### config.mk
export PLATFORM = sky130hd
export DESIGN_NAME = smra_front_flat
export DESIGN_NICKNAME = d
export VERILOG_FILES = /design/src/rtl/smra_pkg.sv /design/src/rtl/smra_if.sv /design/src/rtl/smra_front.sv /design/src/flat_wrapper.sv
export SDC_FILE = /design/constraint.sdc
export NUM_CORES = 1
export LEC_CHECK = 0
export ABC_AREA = 0
export BUFFER_PORTS_ARGS = -buffer_cell sky130_fd_sc_hd__buf_4
export CORE_UTILIZATION = 50
export CTS_CLUSTER_DIAMETER = 60
export DETAILED_ROUTE_END_ITERATION = 8
export GPL_TIMING_DRIVEN = 0
export HOLD_SLACK_MARGIN = 0.08
export PLACE_DENSITY = 0.81
export RECOVER_POWER = 25
export SLEW_MARGIN = 20
export SYNTH_ARGS = -nofsm -noshare
export SYNTH_HDL_FRONTEND = slang
export SYNTH_SLANG_ARGS = --single-unit
### constraint.sdc
create_clock -name clk -period 2 [get_ports clk]
set_input_delay 0.3 -clock clk [delete_from_list [all_inputs] [get_ports clk]]
set_output_delay 0.3 -clock clk [all_outputs]
set_load 0.005 [all_outputs]
### src/rtl/smra_pkg.sv
// Shared types and codes for the sparse row accumulator.
package smra_pkg;

  localparam int ColW   = 6;
  localparam int RowW   = 9;
  localparam int SlotW  = 13;
  localparam int ValW   = 8;
  localparam int SumW   = 32;
  localparam int NcolW  = 7;
  localparam int KindW  = 3;

  localparam logic [1:0] OP_PTR_WR = 2'd0;
  localparam logic [1:0] OP_ENT_WR = 2'd1;
  localparam logic [1:0] OP_A_NZ   = 2'd2;
  localparam logic [1:0] OP_ROW_END = 2'd3;

  localparam logic [KindW-1:0] K_NOP    = 3'd0;
  localparam logic [KindW-1:0] K_PTR_WR = 3'd1;
  localparam logic [KindW-1:0] K_ENT_WR = 3'd2;
  localparam logic [KindW-1:0] K_WALK   = 3'd3;
  localparam logic [KindW-1:0] K_FLUSH  = 3'd4;

  typedef struct packed {
    logic [KindW-1:0]    kind;
    logic [RowW-1:0]     row_index;
    logic [SlotW-1:0]    slot;
    logic [ColW-1:0]     column;
    logic signed [ValW-1:0] value;
  } smra_cmd_t;

endpackage

### src/rtl/smra_if.sv
// Handshake channels for input words and result words.
interface smra_in_if;
  logic                   valid;
  logic                   ready;
  logic [1:0]             opcode;
  logic [8:0]             row_index;
  logic [12:0]            slot;
  logic [5:0]             column;
  logic signed [7:0]      value;
  modport source(output valid, opcode, row_index, slot, column, value, input ready);
  modport sink(input valid, opcode, row_index, slot, column, value, output ready);
endinterface


### src/rtl/smra_front.sv
// Front end: accept input words, classify them, and queue commands.
module smra_front import smra_pkg::*; #(
  parameter int MAX_B_ROWS = 256,
  parameter int B_CAPACITY = 4096
) (
  input  logic      clk,
  input  logic      rst,
  smra_in_if.sink   req,
  output smra_cmd_t cmd,
  output logic      cmd_valid,
  input  logic      cmd_pop
);

  localparam int Depth = 4;
  localparam int PtrW  = 2;

  smra_cmd_t        queue [Depth];
  logic [PtrW-1:0]  wr_ptr;
  logic [PtrW-1:0]  rd_ptr;
  logic [PtrW:0]    count;
  smra_cmd_t        incoming;
  logic             push;
  logic             pop;

  assign req.ready = (count < (PtrW+1)'(Depth));
  assign push      = req.valid && req.ready;
  assign pop       = cmd_pop && cmd_valid;
  assign cmd_valid = (count != '0);
  assign cmd       = queue[rd_ptr];

  // Turn out-of-range writes and walks into no-ops here; the back end pops and ignores them.
  always_comb begin
    incoming.row_index = req.row_index;
    incoming.slot      = req.slot;
    incoming.column    = req.column;
    incoming.value     = req.value;
    incoming.kind      = K_NOP;
    case (req.opcode)
      OP_PTR_WR: begin
        if (32'(req.row_index) <= MAX_B_ROWS) incoming.kind = K_PTR_WR;
      end
      OP_ENT_WR: begin
        if (32'(req.slot) < B_CAPACITY) incoming.kind = K_ENT_WR;
      end
      OP_A_NZ: begin
        if (32'(req.row_index) < MAX_B_ROWS) incoming.kind = K_WALK;
      end
      OP_ROW_END: begin
        incoming.kind = K_FLUSH;
      end
      default: incoming.kind = K_NOP;
    endcase
  end

  always_ff @(posedge clk) begin
    if (push) begin
      queue[wr_ptr] <= incoming;
    end
    if (rst) begin
      wr_ptr <= '0;
      rd_ptr <= '0;
      count  <= '0;
    end else begin
      if (push) wr_ptr <= wr_ptr + 1'b1;
      if (pop)  rd_ptr <= rd_ptr + 1'b1;
      case ({push, pop})
        2'b10:   count <= count + 1'b1;
        2'b01:   count <= count - 1'b1;
        default: count <= count;
      endcase
    end
  end

endmodule

### src/flat_wrapper.sv
// flat-port wrapper written by rule: the top's interface ports become plain ports
module smra_front_flat import smra_pkg::*;
#(
  parameter int MAX_B_ROWS = 256,
  parameter int B_CAPACITY = 4096
)
  (clk, rst, cmd, cmd_valid, cmd_pop, req_valid, req_opcode, req_row_index, req_slot, req_column, req_value, req_ready);
  smra_in_if req_i ();
  input  logic clk;
  input  logic rst;
  output smra_cmd_t cmd;
  output logic cmd_valid;
  input  logic cmd_pop;
  input wire logic [$bits(req_i.valid)-1:0] req_valid;
  input wire logic [$bits(req_i.opcode)-1:0] req_opcode;
  input wire logic [$bits(req_i.row_index)-1:0] req_row_index;
  input wire logic [$bits(req_i.slot)-1:0] req_slot;
  input wire logic [$bits(req_i.column)-1:0] req_column;
  input wire logic [$bits(req_i.value)-1:0] req_value;
  output wire logic [$bits(req_i.ready)-1:0] req_ready;
  assign req_i.valid = req_valid;
  assign req_i.opcode = req_opcode;
  assign req_i.row_index = req_row_index;
  assign req_i.slot = req_slot;
  assign req_i.column = req_column;
  assign req_i.value = req_value;
  assign req_ready = req_i.ready;
  smra_front #(.MAX_B_ROWS(MAX_B_ROWS), .B_CAPACITY(B_CAPACITY)) u_core (.clk(clk), .rst(rst), .req(req_i), .cmd(cmd), .cmd_valid(cmd_valid), .cmd_pop(cmd_pop));
endmodule
==> flow_summary.yaml <==
sta:
  fin_crit_sh_pct: 102
  hold_viol_final: 0
  setup_viol: 16
  worst_slack_ps: -31.2
  worstMarginPinSlew_ps: 622
  fin_crit_ps: 2030
  fmax_mhz: 492
  relSlewSlack_pct: 58.5
  clock_skew_ps: 7.37
  hold_ws_ps: 202
  slew_violations: 0
  rsz0062_at_grt: "true"
floorplan:
  core_um2: 12000
  ios: 83
  die_area_um2: 12700
  initial_core_util_pct: 51.2
  rows: 40
  die_x_um: 113
  die_h_um: 113
cts:
  cts.reportedPaths.clkPinSlew_ps: 60
  clock-sinks: 165
  cts_tree: "built"
  cts-buffers-inserted: 17
  clk_latency_ps: 420
  clock_path_buffers: 2
  cts_root_buf: "clkbuf_16"
  h-tree-depth: 4
critical_path:
  r2r_slack_ps: 130
  end_kind: "output port"
  path_max_fanout: 5
  cp_data_arrival_time_ps: 1730
  crit_required_ps: 1700
  reg2reg_depth: 7
  cp-start-kind: "flop"
  r2r-start: "u_core.count[2]"
  timing.rr.end: "u_core.count[2]"
  criticalPathCategory: "reg -> out"
final_layout:
  diodes: 0
  final_cell_mix: "156 x edfxtp_1, 42 x buf_4, 39 x mux4_2, 31 x dlygate4sd3_1, 22 x clkbuf_1"
  fin_nets: 446
  multi_input_area_um2: 1180
  layout-drive-gt1-share_pct: 35.8
  final-seq-area_um2: 4870
  layout.cells.non_filler: 558
  final_common_cell: "edfxtp_1"
  area_delta_synth_final_pct: 30.5
  fillers: 805
placed_design:
  gp_congestion: 0.745
  dp_hpwl_mm: 5.99
  portBuffers: 81
  place_inst: 491
run_status:
  status: "complete, but fails checks"
  violations: "negative setup slack"
drt:
  firstDrtPassIters: 4
  wl_per_cell_um: 19.0
  post-route-drc-count: 0
  vias_per_cell: 5.30
  ant_nets: 0
  vias: 2959
  drt_iter0_markers: 127
  finalWirelength_mm: 10.6
hold_path:
  hp-start: "req_row_index[8]"
  hold_end: "u_core.queue[0][35]"
  hold_class: "in -> reg"
  holdPathStages: 1
synthesis:
  synth_seq_cells: 165
  synthesis.area_um2: 6120
  synth_fp_nets: 311
  avgSynthCellArea_um2: 23.3
  syn_inst: 263
  yosysWarnings: 0
  synth.distinct_cells: 27
  ys_seq_area_share_pct: 79.4
run:
  cap_violations: 0
pwr:
  power.leakage_nw: 2.71
  vdd_ir_drop_max_mv: 0.853
  power_density_nw_per_um2: 1310
global_route:
  grt.overflow.total: 0
  antenna_found_initial: 0
  grt_usage_pct: 18.7
  grt_max_degree: 40
  grt_pass1_wl_mm: 16.7
  grt_pass1_vias: 3196
==> repair_timing <==
action | CTS | global route
hold buffers | 31 | 0
endpoints found under the hold margin | 124 | 0
endpoints found under the setup margin | 192 | 29
gates resized for setup | 42 | 3
setup buffers | 3 | 0
cloned | 1 | 0
==> cells in the mapped netlist <==
master,count,area (µm²)
a21oi_1,3,15.0
and2_1,5,31.3
buf_1,1,3.75
buf_2,2,10.0
buf_4,2,15.0
buf_6,2,22.5
clkbuf_1,3,11.3
dfxtp_1,9,180
edfxtp_1,156,4680
fa_1,1,20.0
ha_1,5,62.6
inv_1,7,26.3
mux2i_1,1,10.0
mux4_2,39,878
nand2_1,1,3.75
nand2b_1,1,6.26
nand3_1,2,10.0
nor2_1,10,37.5
nor2b_1,1,6.26
nor3_1,1,5.00
nor4_1,1,6.26
o21ai_0,2,10.0
o311ai_0,1,8.76
o31a_1,1,8.76
or3_1,1,6.26
xnor2_1,2,17.5
xor2_1,3,26.3
==> logic make-up (layout without fill, tap and decap cells) <==
| kind of cell | after synthesis | after routing | share of synthesized area [%] |
|---|---|---|---|
| flip-flops | 165 | 165 | 79.4 |
| AND/OR/NAND/NOR | 23 | 23 | 1.84 |
| buffers and inverters | 17 | 165 | 1.45 |
| AO/OA/AOI/OAI | 7 | 7 | 0.695 |
| XOR/XNOR | 5 | 5 | 0.715 |
| adder cells (fa/ha/maj) | 6 | 6 | 1.35 |
| multiplexers | 40 | 40 | 14.5 |
==> report_power, final <==
part / switching (mW) / leakage (nW) / internal (mW)
combinational: 1.12 / 0.906 / 1.66
sequential: 0.142 / 1.51 / 4.27
clock: 1.24 / 0.290 / 2.08
==> worst max-delay path, cell delays in order, from the launching register on <==
cell	delay, ps
dfxtp_4	390
buf_12	140
buf_12	120
mux4_2	520
buf_6	140
==> per-layer routing <==
layer  routed length (µm)  up-vias  track usage (%)
met5                    0        -                0
met4                  165        0             8.27
met3                  510       14             5.94
met2                 5560       79             31.2
met1                 4360     1508             22.5
li1                     -     1358                -
==> cell type report <==
cell class	count	area share (%)
tap	147	2.30
buffer	9	1.35
clock inverter	14	2.32
sequential	165	61.0
inverter	7	0.329
clock buffer	18	5.37
multi-input combinational	81	14.8
timing repair buffer	117	12.6
==> metrics by stage <==
stage               power, mW  TNS [ps]  setup WS (ps)  utilization [%]  instance area (µm²)
floorplan                5.80         0            164                -                 6130
global placement         6.78    -12850          -86.9             57.9                 6920
detailed placement       6.87    -24210           -184             57.9                 6920
CTS                      10.6      -620          -49.7             67.3                 8050
global route             11.0     -1280          -87.2             66.8                 7990
finish                   10.5      -186          -31.2             66.8                 7990
==> worst max path at each step <==
| stage | startpoint | to | slack, ps |
|---|---|---|---|
| after global routing | flop | cmd[22] | -90 |
| after detailed placement | req_valid | u_core.queue[0][0] | -180 |
| after CTS | flop | cmd[22] | -50 |
| after floorplan | u_core.count[2] | u_core.count[2] | 160 |
| after global placement | req_valid | u_core.queue[0][12] | -90 |
| final | flop | cmd[22] | -30 |
==> state kept, by name (all words and copies together), names as in the netlist, named ones only <==
register / count
u_core.queue: 156
u_core.wr_ptr: 2
u_core.count: 3
u_core.rd_ptr: 2
No activity file was read; power rests on OpenSTA's default activity.
